**src/rtl/jbp_pkg.sv**
```systemverilog
// Shared types, opcode constants and the opcode classifier for the JVM
// bytecode predecoder. No dependencies.
package jbp_pkg;

  localparam logic [7:0] OP_BIPUSH          = 8'h10;
  localparam logic [7:0] OP_SIPUSH          = 8'h11;
  localparam logic [7:0] OP_LDC             = 8'h12;
  localparam logic [7:0] OP_LDC_W           = 8'h13;
  localparam logic [7:0] OP_LDC2_W          = 8'h14;
  localparam logic [7:0] OP_ILOAD           = 8'h15;
  localparam logic [7:0] OP_ALOAD           = 8'h19;
  localparam logic [7:0] OP_ISTORE          = 8'h36;
  localparam logic [7:0] OP_ASTORE          = 8'h3A;
  localparam logic [7:0] OP_IINC            = 8'h84;
  localparam logic [7:0] OP_IFEQ            = 8'h99;
  localparam logic [7:0] OP_JSR             = 8'hA8;
  localparam logic [7:0] OP_RET             = 8'hA9;
  localparam logic [7:0] OP_TABLESWITCH     = 8'hAA;
  localparam logic [7:0] OP_LOOKUPSWITCH    = 8'hAB;
  localparam logic [7:0] OP_IRETURN         = 8'hAC;
  localparam logic [7:0] OP_RETURN          = 8'hB1;
  localparam logic [7:0] OP_GETSTATIC       = 8'hB2;
  localparam logic [7:0] OP_INVOKEVIRTUAL   = 8'hB6;
  localparam logic [7:0] OP_INVOKESTATIC    = 8'hB8;
  localparam logic [7:0] OP_INVOKEINTERFACE = 8'hB9;
  localparam logic [7:0] OP_INVOKEDYNAMIC   = 8'hBA;
  localparam logic [7:0] OP_NEW             = 8'hBB;
  localparam logic [7:0] OP_NEWARRAY        = 8'hBC;
  localparam logic [7:0] OP_ANEWARRAY       = 8'hBD;
  localparam logic [7:0] OP_ATHROW          = 8'hBF;
  localparam logic [7:0] OP_CHECKCAST       = 8'hC0;
  localparam logic [7:0] OP_INSTANCEOF      = 8'hC1;
  localparam logic [7:0] OP_WIDE            = 8'hC4;
  localparam logic [7:0] OP_MULTIANEWARRAY  = 8'hC5;
  localparam logic [7:0] OP_IFNULL          = 8'hC6;
  localparam logic [7:0] OP_IFNONNULL       = 8'hC7;
  localparam logic [7:0] OP_GOTO_W          = 8'hC8;
  localparam logic [7:0] OP_JSR_W           = 8'hC9;
  localparam logic [7:0] OP_UNUSED_FIRST    = 8'hCB;
  localparam logic [7:0] OP_UNUSED_LAST     = 8'hFD;

  typedef enum logic [4:0] {
    K_NONE, K_U1, K_S1, K_S2, K_CP1, K_CP2, K_IINC, K_BR2, K_BR4, K_NEWARR,
    K_IFACE, K_IDYN, K_MULTI, K_TBL, K_LKP, K_WIDE, K_BAD
  } kind_t;

  typedef struct packed {
    logic [63:0] window_low;
    logic [63:0] window_high;
    logic [31:0] bytes_left;
    logic [1:0]  offset_mod_four;
    logic [63:0] address;
  } in_item_t;

  typedef struct packed {
    logic               ok;
    logic [31:0]        length;
    logic [7:0]         effective_opcode;
    logic               is_wide;
    logic [15:0]        index_operand;
    logic signed [15:0] immediate;
    logic [7:0]         extra_byte;
    logic [63:0]        branch_target;
    logic [29:0]        switch_count;
    logic               is_call;
    logic               is_return;
    logic               is_branch;
  } out_item_t;

  function automatic kind_t kind_of(input logic [7:0] op);
    kind_t k;
    if (op == OP_BIPUSH) k = K_S1;
    else if (op == OP_SIPUSH) k = K_S2;
    else if (op == OP_LDC) k = K_CP1;
    else if (op == OP_LDC_W || op == OP_LDC2_W) k = K_CP2;
    else if ((op >= OP_ILOAD && op <= OP_ALOAD) || (op >= OP_ISTORE && op <= OP_ASTORE) ||
             op == OP_RET) k = K_U1;
    else if (op == OP_IINC) k = K_IINC;
    else if ((op >= OP_IFEQ && op <= OP_JSR) || op == OP_IFNULL || op == OP_IFNONNULL)
      k = K_BR2;
    else if (op == OP_TABLESWITCH) k = K_TBL;
    else if (op == OP_LOOKUPSWITCH) k = K_LKP;
    else if ((op >= OP_GETSTATIC && op <= OP_INVOKESTATIC) || op == OP_NEW ||
             op == OP_ANEWARRAY || op == OP_CHECKCAST || op == OP_INSTANCEOF) k = K_CP2;
    else if (op == OP_INVOKEINTERFACE) k = K_IFACE;
    else if (op == OP_INVOKEDYNAMIC) k = K_IDYN;
    else if (op == OP_NEWARRAY) k = K_NEWARR;
    else if (op == OP_WIDE) k = K_WIDE;
    else if (op == OP_MULTIANEWARRAY) k = K_MULTI;
    else if (op == OP_GOTO_W || op == OP_JSR_W) k = K_BR4;
    else if (op >= OP_UNUSED_FIRST && op <= OP_UNUSED_LAST) k = K_BAD;
    else k = K_NONE;
    return k;
  endfunction

endpackage

```
**src/rtl/jbp_if.sv**
```systemverilog
// Valid/ready channel interfaces for the predecoder's window and result streams.
// Depends on nothing; payload widths follow the field definitions.
interface jbp_in_if;
  logic        valid;
  logic        ready;
  logic [63:0] window_low;
  logic [63:0] window_high;
  logic [31:0] bytes_left;
  logic [1:0]  offset_mod_four;
  logic [63:0] address;

  modport source (output valid, window_low, window_high, bytes_left, offset_mod_four,
                  address, input ready);
  modport sink (input valid, window_low, window_high, bytes_left, offset_mod_four,
                address, output ready);
endinterface

interface jbp_out_if;
  logic               valid;
  logic               ready;
  logic               ok;
  logic [31:0]        length;
  logic [7:0]         effective_opcode;
  logic               is_wide;
  logic [15:0]        index_operand;
  logic signed [15:0] immediate;
  logic [7:0]         extra_byte;
  logic [63:0]        branch_target;
  logic [29:0]        switch_count;
  logic               is_call;
  logic               is_return;
  logic               is_branch;

  modport source (output valid, ok, length, effective_opcode, is_wide, index_operand,
                  immediate, extra_byte, branch_target, switch_count, is_call,
                  is_return, is_branch, input ready);
  modport sink (input valid, ok, length, effective_opcode, is_wide, index_operand,
                immediate, extra_byte, branch_target, switch_count, is_call,
                is_return, is_branch, output ready);
endinterface

```
**src/rtl/jvm_bytecode_predecoder_top.sv**
```systemverilog
// Top level of the JVM bytecode predecoder: input register, decoder, result register.
// Depends on jbp_pkg, jbp_in_if, jbp_out_if and jbp_decode.
//
// Usage:
//   in_ch carries one 16-byte code window per transaction, with the bytes
//   available, the code offset modulo four and the address of the opcode.
//   out_ch returns one decode result per input transaction, in order.
//   Every window is decoded on its own; there is no state between items.
// Timing:
//   An accepted transaction is captured in the input register, decoded by
//   single-pass logic and captured in the result register once that register
//   is free; out_ch.valid then rises with the registered result.
//   One transaction per cycle is sustained while out_ch.ready stays high; the
//   decoder path (switch entry count against bytes available, and the 64-bit
//   target add) sets the clock period.
// Reset and stall:
//   rst_n low clears both stage valid flags; nothing else is initialised.
//   While out_ch.ready is low the result register holds, the input register
//   still takes one more transaction, and in_ch.ready then drops until the
//   result is taken.
module jvm_bytecode_predecoder_top (
  input  logic           clk,
  input  logic           rst_n,
  jbp_in_if.sink         in_ch,
  jbp_out_if.source      out_ch
);

  logic               s0_v_r;
  logic               s0_v_nxt;
  logic               s1_v_r;
  logic               s1_v_nxt;
  logic               s0_take;
  logic               s1_take;
  jbp_pkg::in_item_t  in_r;
  jbp_pkg::out_item_t out_r;
  jbp_pkg::out_item_t dec;

  assign s1_take     = !s1_v_r || out_ch.ready;
  assign s0_take     = !s0_v_r || s1_take;
  assign in_ch.ready = s0_take;

  always_comb begin
    s0_v_nxt = s0_take ? in_ch.valid : s0_v_r;
    s1_v_nxt = s1_take ? s0_v_r : s1_v_r;
  end

  always_ff @(posedge clk) begin
    if (!rst_n) begin
      s0_v_r <= 1'b0;
      s1_v_r <= 1'b0;
    end else begin
      s0_v_r <= s0_v_nxt;
      s1_v_r <= s1_v_nxt;
    end
  end

  always_ff @(posedge clk) begin
    if (s0_take && in_ch.valid) begin
      in_r.window_low      <= in_ch.window_low;
      in_r.window_high     <= in_ch.window_high;
      in_r.bytes_left      <= in_ch.bytes_left;
      in_r.offset_mod_four <= in_ch.offset_mod_four;
      in_r.address         <= in_ch.address;
    end
    if (s1_take && s0_v_r) begin
      out_r <= dec;
    end
  end

  jbp_decode u_decode (
    .item (in_r),
    .res  (dec)
  );

  assign out_ch.valid            = s1_v_r;
  assign out_ch.ok               = out_r.ok;
  assign out_ch.length           = out_r.length;
  assign out_ch.effective_opcode = out_r.effective_opcode;
  assign out_ch.is_wide          = out_r.is_wide;
  assign out_ch.index_operand    = out_r.index_operand;
  assign out_ch.immediate        = out_r.immediate;
  assign out_ch.extra_byte       = out_r.extra_byte;
  assign out_ch.branch_target    = out_r.branch_target;
  assign out_ch.switch_count     = out_r.switch_count;
  assign out_ch.is_call          = out_r.is_call;
  assign out_ch.is_return        = out_r.is_return;
  assign out_ch.is_branch        = out_r.is_branch;

endmodule

```
**src/rtl/jbp_decode.sv**
```systemverilog
// Combinational instruction decoder: one registered window in, one result out.
// Depends on jbp_pkg for the item structs, opcode constants and classifier.
module jbp_decode (
  input  jbp_pkg::in_item_t  item,
  output jbp_pkg::out_item_t res
);

  logic [7:0]  b [16];
  logic [31:0] n;
  logic [1:0]  pad;
  logic [3:0]  q;
  logic [7:0]  op;
  logic [7:0]  sub;
  logic [15:0] rd16_1;
  logic [15:0] rd16_2;
  logic [15:0] rd16_4;
  logic [31:0] rd32_1;
  logic [31:0] sw_dflt;
  logic [31:0] sw_w1;
  logic [31:0] sw_w2;
  logic [4:0]  tbl_need;
  logic [4:0]  lkp_need;
  logic [31:0] tbl_diff;
  logic [31:0] lkp_diff;
  logic [31:0] tbl_lo;
  logic [31:0] tbl_hi;
  logic [32:0] tbl_cnt;
  logic [63:0] br2_tgt;
  logic [63:0] br4_tgt;
  logic [63:0] sw_tgt;
  jbp_pkg::kind_t kind;
  logic        ok;

  always_comb begin
    for (int k = 0; k < 8; k++) begin
      b[k]     = item.window_low[8*k +: 8];
      b[k + 8] = item.window_high[8*k +: 8];
    end
    n      = item.bytes_left;
    pad    = 2'd3 - item.offset_mod_four;
    q      = 4'd1 + {2'b00, pad};
    op     = b[0];
    sub    = b[1];
    rd16_1 = {b[1], b[2]};
    rd16_2 = {b[2], b[3]};
    rd16_4 = {b[4], b[5]};
    rd32_1 = {b[1], b[2], b[3], b[4]};
    sw_dflt = {b[q], b[q + 4'd1], b[q + 4'd2], b[q + 4'd3]};
    sw_w1   = {b[q + 4'd4], b[q + 4'd5], b[q + 4'd6], b[q + 4'd7]};
    sw_w2   = {b[q + 4'd8], b[q + 4'd9], b[q + 4'd10], b[q + 4'd11]};
    tbl_need = 5'd13 + {3'b000, pad};
    lkp_need = 5'd9 + {3'b000, pad};
    tbl_diff = n - {27'd0, tbl_need};
    lkp_diff = n - {27'd0, lkp_need};
    tbl_lo   = sw_w1 ^ 32'h8000_0000;
    tbl_hi   = sw_w2 ^ 32'h8000_0000;
    tbl_cnt  = {1'b0, tbl_hi - tbl_lo} + 33'd1;
    br2_tgt  = item.address + {{48{rd16_1[15]}}, rd16_1};
    br4_tgt  = item.address + {{32{rd32_1[31]}}, rd32_1};
    sw_tgt   = item.address + {{32{sw_dflt[31]}}, sw_dflt};
    kind     = (n == 32'd0) ? jbp_pkg::K_BAD : jbp_pkg::kind_of(op);

    ok  = 1'b1;
    res = '0;
    res.length = 32'd1;
    res.effective_opcode = op;

    unique case (kind)
      jbp_pkg::K_NONE: begin
      end
      jbp_pkg::K_U1, jbp_pkg::K_CP1: begin
        if (n < 32'd2) ok = 1'b0;
        res.length = 32'd2;
        res.index_operand = {8'd0, b[1]};
      end
      jbp_pkg::K_S1: begin
        if (n < 32'd2) ok = 1'b0;
        res.length = 32'd2;
        res.immediate = {{8{b[1][7]}}, b[1]};
      end
      jbp_pkg::K_S2: begin
        if (n < 32'd3) ok = 1'b0;
        res.length = 32'd3;
        res.immediate = rd16_1;
      end
      jbp_pkg::K_CP2: begin
        if (n < 32'd3) ok = 1'b0;
        res.length = 32'd3;
        res.index_operand = rd16_1;
      end
      jbp_pkg::K_IINC: begin
        if (n < 32'd3) ok = 1'b0;
        res.length = 32'd3;
        res.index_operand = {8'd0, b[1]};
        res.immediate = {{8{b[2][7]}}, b[2]};
      end
      jbp_pkg::K_BR2: begin
        if (n < 32'd3 || br2_tgt[63]) ok = 1'b0;
        res.length = 32'd3;
        res.branch_target = br2_tgt;
      end
      jbp_pkg::K_BR4: begin
        if (n < 32'd5 || br4_tgt[63]) ok = 1'b0;
        res.length = 32'd5;
        res.branch_target = br4_tgt;
      end
      jbp_pkg::K_NEWARR: begin
        if (n < 32'd2) ok = 1'b0;
        res.length = 32'd2;
        res.extra_byte = b[1];
      end
      jbp_pkg::K_IFACE: begin
        if (n < 32'd5) ok = 1'b0;
        res.length = 32'd5;
        res.index_operand = rd16_1;
        res.extra_byte = b[3];
      end
      jbp_pkg::K_IDYN: begin
        if (n < 32'd5) ok = 1'b0;
        res.length = 32'd5;
        res.index_operand = rd16_1;
      end
      jbp_pkg::K_MULTI: begin
        if (n < 32'd4) ok = 1'b0;
        res.length = 32'd4;
        res.index_operand = rd16_1;
        res.extra_byte = b[3];
      end
      jbp_pkg::K_TBL: begin
        if (n < {27'd0, tbl_need} || tbl_hi < tbl_lo ||
            tbl_cnt > {3'b000, tbl_diff[31:2]}) ok = 1'b0;
        res.switch_count = tbl_cnt[29:0];
        res.length = {27'd0, tbl_need} + {tbl_cnt[29:0], 2'b00};
        res.branch_target = sw_tgt;
      end
      jbp_pkg::K_LKP: begin
        if (n < {27'd0, lkp_need} || sw_w1[31] ||
            sw_w1 > {3'b000, lkp_diff[31:3]}) ok = 1'b0;
        res.switch_count = sw_w1[29:0];
        res.length = {27'd0, lkp_need} + {sw_w1[28:0], 3'b000};
        res.branch_target = sw_tgt;
      end
      jbp_pkg::K_WIDE: begin
        res.is_wide = 1'b1;
        res.effective_opcode = sub;
        if (n < 32'd2) begin
          ok = 1'b0;
        end else if (sub == jbp_pkg::OP_IINC) begin
          if (n < 32'd6) ok = 1'b0;
          res.length = 32'd6;
          res.index_operand = rd16_2;
          res.immediate = rd16_4;
        end else if (jbp_pkg::kind_of(sub) == jbp_pkg::K_U1) begin
          if (n < 32'd4) ok = 1'b0;
          res.length = 32'd4;
          res.index_operand = rd16_2;
        end else begin
          ok = 1'b0;
        end
      end
      jbp_pkg::K_BAD: begin
        ok = 1'b0;
      end
      default: begin
        ok = 1'b0;
      end
    endcase

    if (ok) begin
      res.ok = 1'b1;
      if (op >= jbp_pkg::OP_INVOKEVIRTUAL && op <= jbp_pkg::OP_INVOKEDYNAMIC) begin
        res.is_call   = 1'b1;
        res.is_branch = 1'b1;
      end else if ((op >= jbp_pkg::OP_IRETURN && op <= jbp_pkg::OP_RETURN) ||
                   op == jbp_pkg::OP_ATHROW || op == jbp_pkg::OP_RET ||
                   (op == jbp_pkg::OP_WIDE && sub == jbp_pkg::OP_RET)) begin
        res.is_return = 1'b1;
        res.is_branch = 1'b1;
      end else if ((op >= jbp_pkg::OP_IFEQ && op <= jbp_pkg::OP_JSR) ||
                   (op >= jbp_pkg::OP_IFNULL && op <= jbp_pkg::OP_JSR_W) ||
                   op == jbp_pkg::OP_TABLESWITCH || op == jbp_pkg::OP_LOOKUPSWITCH) begin
        res.is_branch = 1'b1;
      end
    end else begin
      res = '0;
      res.length = 32'd1;
    end
  end

endmodule

```
**src/flat_wrapper.sv**
```systemverilog
// flat-port wrapper written by rule: the top's interface ports become plain ports
module jvm_bytecode_predecoder_top_flat 
  (clk, rst_n, in_ch_valid, in_ch_window_low, in_ch_window_high, in_ch_bytes_left, in_ch_offset_mod_four, in_ch_address, in_ch_ready, out_ch_valid, out_ch_ok, out_ch_length, out_ch_effective_opcode, out_ch_is_wide, out_ch_index_operand, out_ch_immediate, out_ch_extra_byte, out_ch_branch_target, out_ch_switch_count, out_ch_is_call, out_ch_is_return, out_ch_is_branch, out_ch_ready);
  jbp_in_if in_ch_i ();
  jbp_out_if out_ch_i ();
  input  logic clk;
  input  logic rst_n;
  input wire logic [$bits(in_ch_i.valid)-1:0] in_ch_valid;
  input wire logic [$bits(in_ch_i.window_low)-1:0] in_ch_window_low;
  input wire logic [$bits(in_ch_i.window_high)-1:0] in_ch_window_high;
  input wire logic [$bits(in_ch_i.bytes_left)-1:0] in_ch_bytes_left;
  input wire logic [$bits(in_ch_i.offset_mod_four)-1:0] in_ch_offset_mod_four;
  input wire logic [$bits(in_ch_i.address)-1:0] in_ch_address;
  output wire logic [$bits(in_ch_i.ready)-1:0] in_ch_ready;
  output wire logic [$bits(out_ch_i.valid)-1:0] out_ch_valid;
  output wire logic [$bits(out_ch_i.ok)-1:0] out_ch_ok;
  output wire logic [$bits(out_ch_i.length)-1:0] out_ch_length;
  output wire logic [$bits(out_ch_i.effective_opcode)-1:0] out_ch_effective_opcode;
  output wire logic [$bits(out_ch_i.is_wide)-1:0] out_ch_is_wide;
  output wire logic [$bits(out_ch_i.index_operand)-1:0] out_ch_index_operand;
  output wire logic [$bits(out_ch_i.immediate)-1:0] out_ch_immediate;
  output wire logic [$bits(out_ch_i.extra_byte)-1:0] out_ch_extra_byte;
  output wire logic [$bits(out_ch_i.branch_target)-1:0] out_ch_branch_target;
  output wire logic [$bits(out_ch_i.switch_count)-1:0] out_ch_switch_count;
  output wire logic [$bits(out_ch_i.is_call)-1:0] out_ch_is_call;
  output wire logic [$bits(out_ch_i.is_return)-1:0] out_ch_is_return;
  output wire logic [$bits(out_ch_i.is_branch)-1:0] out_ch_is_branch;
  input wire logic [$bits(out_ch_i.ready)-1:0] out_ch_ready;
  assign in_ch_i.valid = in_ch_valid;
  assign in_ch_i.window_low = in_ch_window_low;
  assign in_ch_i.window_high = in_ch_window_high;
  assign in_ch_i.bytes_left = in_ch_bytes_left;
  assign in_ch_i.offset_mod_four = in_ch_offset_mod_four;
  assign in_ch_i.address = in_ch_address;
  assign in_ch_ready = in_ch_i.ready;
  assign out_ch_valid = out_ch_i.valid;
  assign out_ch_ok = out_ch_i.ok;
  assign out_ch_length = out_ch_i.length;
  assign out_ch_effective_opcode = out_ch_i.effective_opcode;
  assign out_ch_is_wide = out_ch_i.is_wide;
  assign out_ch_index_operand = out_ch_i.index_operand;
  assign out_ch_immediate = out_ch_i.immediate;
  assign out_ch_extra_byte = out_ch_i.extra_byte;
  assign out_ch_branch_target = out_ch_i.branch_target;
  assign out_ch_switch_count = out_ch_i.switch_count;
  assign out_ch_is_call = out_ch_i.is_call;
  assign out_ch_is_return = out_ch_i.is_return;
  assign out_ch_is_branch = out_ch_i.is_branch;
  assign out_ch_i.ready = out_ch_ready;
  jvm_bytecode_predecoder_top u_core (.clk(clk), .rst_n(rst_n), .in_ch(in_ch_i), .out_ch(out_ch_i));
endmodule
```
**config.mk**
```make
export PLATFORM = sky130hd
export DESIGN_NAME = jvm_bytecode_predecoder_top_flat
export DESIGN_NICKNAME = d
export VERILOG_FILES = /design/src/rtl/jbp_pkg.sv /design/src/rtl/jbp_if.sv /design/src/rtl/jvm_bytecode_predecoder_top.sv /design/src/rtl/jbp_decode.sv /design/src/flat_wrapper.sv
export SDC_FILE = /design/constraint.sdc
export NUM_CORES = 1
export LEC_CHECK = 0
export BUFFER_PORTS_ARGS = -buffer_cell sky130_fd_sc_hd__buf_2
export CELL_PAD_IN_SITES_DETAIL_PLACEMENT = 1
export CELL_PAD_IN_SITES_GLOBAL_PLACEMENT = 2
export CORE_ASPECT_RATIO = 1.2
export CORE_MARGIN = 2
export CORE_UTILIZATION = 34
export CTS_BUF_LIST = sky130_fd_sc_hd__clkbuf_8
export DETAILED_ROUTE_END_ITERATION = 8
export GPL_ROUTABILITY_DRIVEN = 1
export HOLD_SLACK_MARGIN = 0.12
export PLACE_DENSITY_LB_ADDON = 0.05
export RECOVER_POWER = 100
export SETUP_SLACK_MARGIN = 0.15
export SLEW_MARGIN = 40
export SYNTH_ARGS = -nofsm -noshare
export SYNTH_HDL_FRONTEND = slang
export SYNTH_SLANG_ARGS = --single-unit
```
**constraint.sdc**
```tcl
create_clock -name clk -period 10.9 [get_ports clk]
set_input_delay 1.09 -clock clk [delete_from_list [all_inputs] [get_ports clk]]
set_output_delay 1.09 -clock clk [all_outputs]
set_load 0.005 [all_outputs]
```
==> results.cfg <==
[die]
rows = 131
io_pins = 411
core_um2 = 106000
dieHeight_um = 361.5
start_util_pct = 34.16
dieArea_um2 = 109200
die_w_um = 302.0

[clock_tree]
clock_tree.buffer_depth = 3
cts_tree = built
clock-root-buffer = clkbuf_8
numCtsBuffers = 75
cts_resized = 0
cts.clk_slew.worst_paths_ns = 0.08
cts_setup_buffers = 0
cts_max_level = 3
postCtsHoldBufs = 0
cts.sinks = 407
clock_latency_ns = 0.84

[routing]
viasPerCell = 5.917
first_pass_iters = 6
postRouteAntennaNets = 0
avgRoutedWirePerCell_um = 29.38
vias = 34920
drc = 0
routed_wl_um = 173400
first_iter_violations = 2539

[placed_design]
dp_hpwl_um = 138900
preCtsSetupSlack_ns = 0.5370
placed_area_um2 = 40110
numPortBuffers = 410
gp_congestion = 0.9737

[final_layout]
area_delta_synth_final_pct = 14.37
final_area_um2 = 41420
final_util_pct = 39.06
drive_gt1_share_pct = 14.08
finalNetCount = 4940

[global_route]
antenna_found_initial = 4
grt_max_degree = 166
grt_pass1_wl_um = 247600
grt_pass1_vias = 35510
grt_use_total_pct = 31.17
grt_overflow_total = 0

[timing]
setup_ws_ns = 0.7973
grt_setup_unrepaired = no
clock_skew_ns = 0.05292
tightestPinTransition_ns = 4.366
setup_violations = 0
setup-tns-final_ns = 0
layout_min_cycle_time_ns = 10.10
fin_crit_sh_pct = 92.68
fmax_ghz = 0.09898
slew_viol_final = 426
slew_headroom_pct = -191.1
finalHoldViolCount = 0

[setup_path]
crit_arrival_ns = 10.67
rr_endpoint = u_core.out_ch.length[0]$_SDFFCE_PN1P_
cpPeakStageDelay_ns = 0.68
r2r_slack_ns = 0.80
crit_path_end_kind = flip-flop
reg2regPathDepth = 30
cp-start-kind = flip-flop
rr_startpoint = u_core.in_r[65]$_DFFE_PP_
critical_path_class = flip-flop to flip-flop
crit_fanout = 69
path_delay_family = compound AO/OA/AOI/OAI gates
cp_num_buf_inv = 5
required_ns = 11.47
crit_slowest_cell = mux4_2
cp.depth = 30

[min_path]
min_to = u_core.in_r[215]$_DFFE_PP_
holdCritStartpoint = in_ch_window_low[53]
hp-class = primary input to flip-flop
min_path_cells = 1

[run]
maxCapViolations = 8

[power_and_ir_drop]
vdd_ir_drop_max_v = 0.0001149
power_leakage_uw = 0.01608
power.density_nw_per_um2 = 159.2
finalPower_uw = 6595

[synth]
avgSynthCellArea_um2 = 8.873
yosysUniqueCellTypes = 93
ys_seq_area_share_pct = 33.69
synthesis.nets = 4576
synth_flop_cell = edfxtp_1
syn_area_um2 = 36220
syn-instance-count = 4082
synth-seq-cells = 407
yosysWarnings = 0
synth-edff-count = 405
async_flop_share_pct = 0

[run_status]
status = finished with violations
violations = capacitance limit, slew limit
layout make-up:
| cell class | instances | area, um2 |
|---|---|---|
| timing repair buffer | 512 | 2670 |
| clock buffer | 76 | 1046 |
| tap | 1396 | 1747 |
| fill | 12590 | 64620 |
| sequential | 407 | 12200 |
| antenna | 1 | 2.502 |
| clock inverter | 59 | 406.6 |
| inverter | 110 | 412.9 |
| multi-input combinational | 3340 | 22940 |
sequential cells by signal (all words and copies together), names as in the netlist:
name and cells:
u_core.out_ch.length 32, u_core.out_ch.ok 1, u_core.in_r 226, u_core.out_ch.immediate 16
u_core.s0_v_r 1, u_core.out_ch.is_wide 1, u_core.out_ch.valid 1, u_core.out_ch.is_call 1
u_core.out_ch.is_return 1, u_core.out_ch.index_operand 16, u_core.out_ch.extra_byte 8, u_core.out_ch.branch_target 64
u_core.out_ch.effective_opcode 8, u_core.out_ch.is_branch 1, u_core.out_ch.switch_count 30
cells in the final DEF (no fill, tap or decap), drive strengths merged, types with 154 or more instances in the layout:
cell | Yosys | routed
xnor2 | 169 | 169
nand2 | 367 | 367
edfxtp | 405 | 405
clkbuf | 180 | 225
o21ai | 229 | 229
buf | 45 | 363
ha | 260 | 260
a21oi | 414 | 414
nor2 | 418 | 418
a21o | 154 | 154
stage by stage:
stage	hold slack, ns	std cells
after global routing	0.3974	5901
after floorplan	0.4768	4082
final	0.4142	5901
after global placement	0.5161	5758
after detailed placement	0.5183	5763
after CTS	0.3504	5898
power breakdown:
group / switching, uW / internal (uW)
logic: 2040 / 1110
clock network: 763 / 756
registers: 88.0 / 1830
total: 2890 / 3700
cell families after synthesis:
group	count (synthesis)	share of synthesized area, %
buffers and inverters	335	3.561
AO/OA/AOI/OAI	1300	23.31
XOR/XNOR	242	5.910
flip-flops	407	33.69
AND/OR/NAND/NOR	1330	17.51
adder cells (fa/ha/maj)	264	9.202
multiplexers	204	6.815
synthesized netlist by cell type, drive strengths merged, types with 100 or more instances:
master | count | share of area, %
a21o | 154 | 3.2
a21oi | 414 | 5.7
a22oi | 100 | 2.1
clkbuf | 180 | 1.9
edfxtp | 405 | 34
ha | 260 | 9.0
inv | 109 | 1.1
mux2i | 124 | 3.4
nand2 | 367 | 3.8
nor2 | 418 | 4.3
o21ai | 229 | 3.2
xnor2 | 169 | 4.1
per-layer routing:
metal  vias to the layer above  GRT usage (%)  wire length [um]
met1                     17360          37.21             70250
li1                      16170              -                 -
met4                         2          15.63              9598
met3                       321          3.999              7862
met2                      1067          54.64             85630
met5                         -              0                10
worst max-delay path by stage:
stage / start / endpoint / slack, ns
after floorplan: u_core.in_r[64]$_DFFE_PP_ / u_core.out_ch.length[0]$_SDFFCE_PN1P_ / 0.28
after global placement: u_core.in_r[64]$_DFFE_PP_ / u_core.out_ch.branch_target[28]$_SDFFCE_PN0P_ / 0.70
after detailed placement: u_core.in_r[65]$_DFFE_PP_ / u_core.out_ch.branch_target[28]$_SDFFCE_PN0P_ / 0.54
after CTS: u_core.in_r[64]$_DFFE_PP_ / u_core.out_ch.branch_target[28]$_SDFFCE_PN0P_ / 0.52
after global routing: u_core.in_r[65]$_DFFE_PP_ / u_core.out_ch.branch_target[12]$_SDFFCE_PN0P_ / 0.19
final: u_core.in_r[65]$_DFFE_PP_ / u_core.out_ch.length[0]$_SDFFCE_PN1P_ / 0.80
Power figures use the tool's default switching activity.
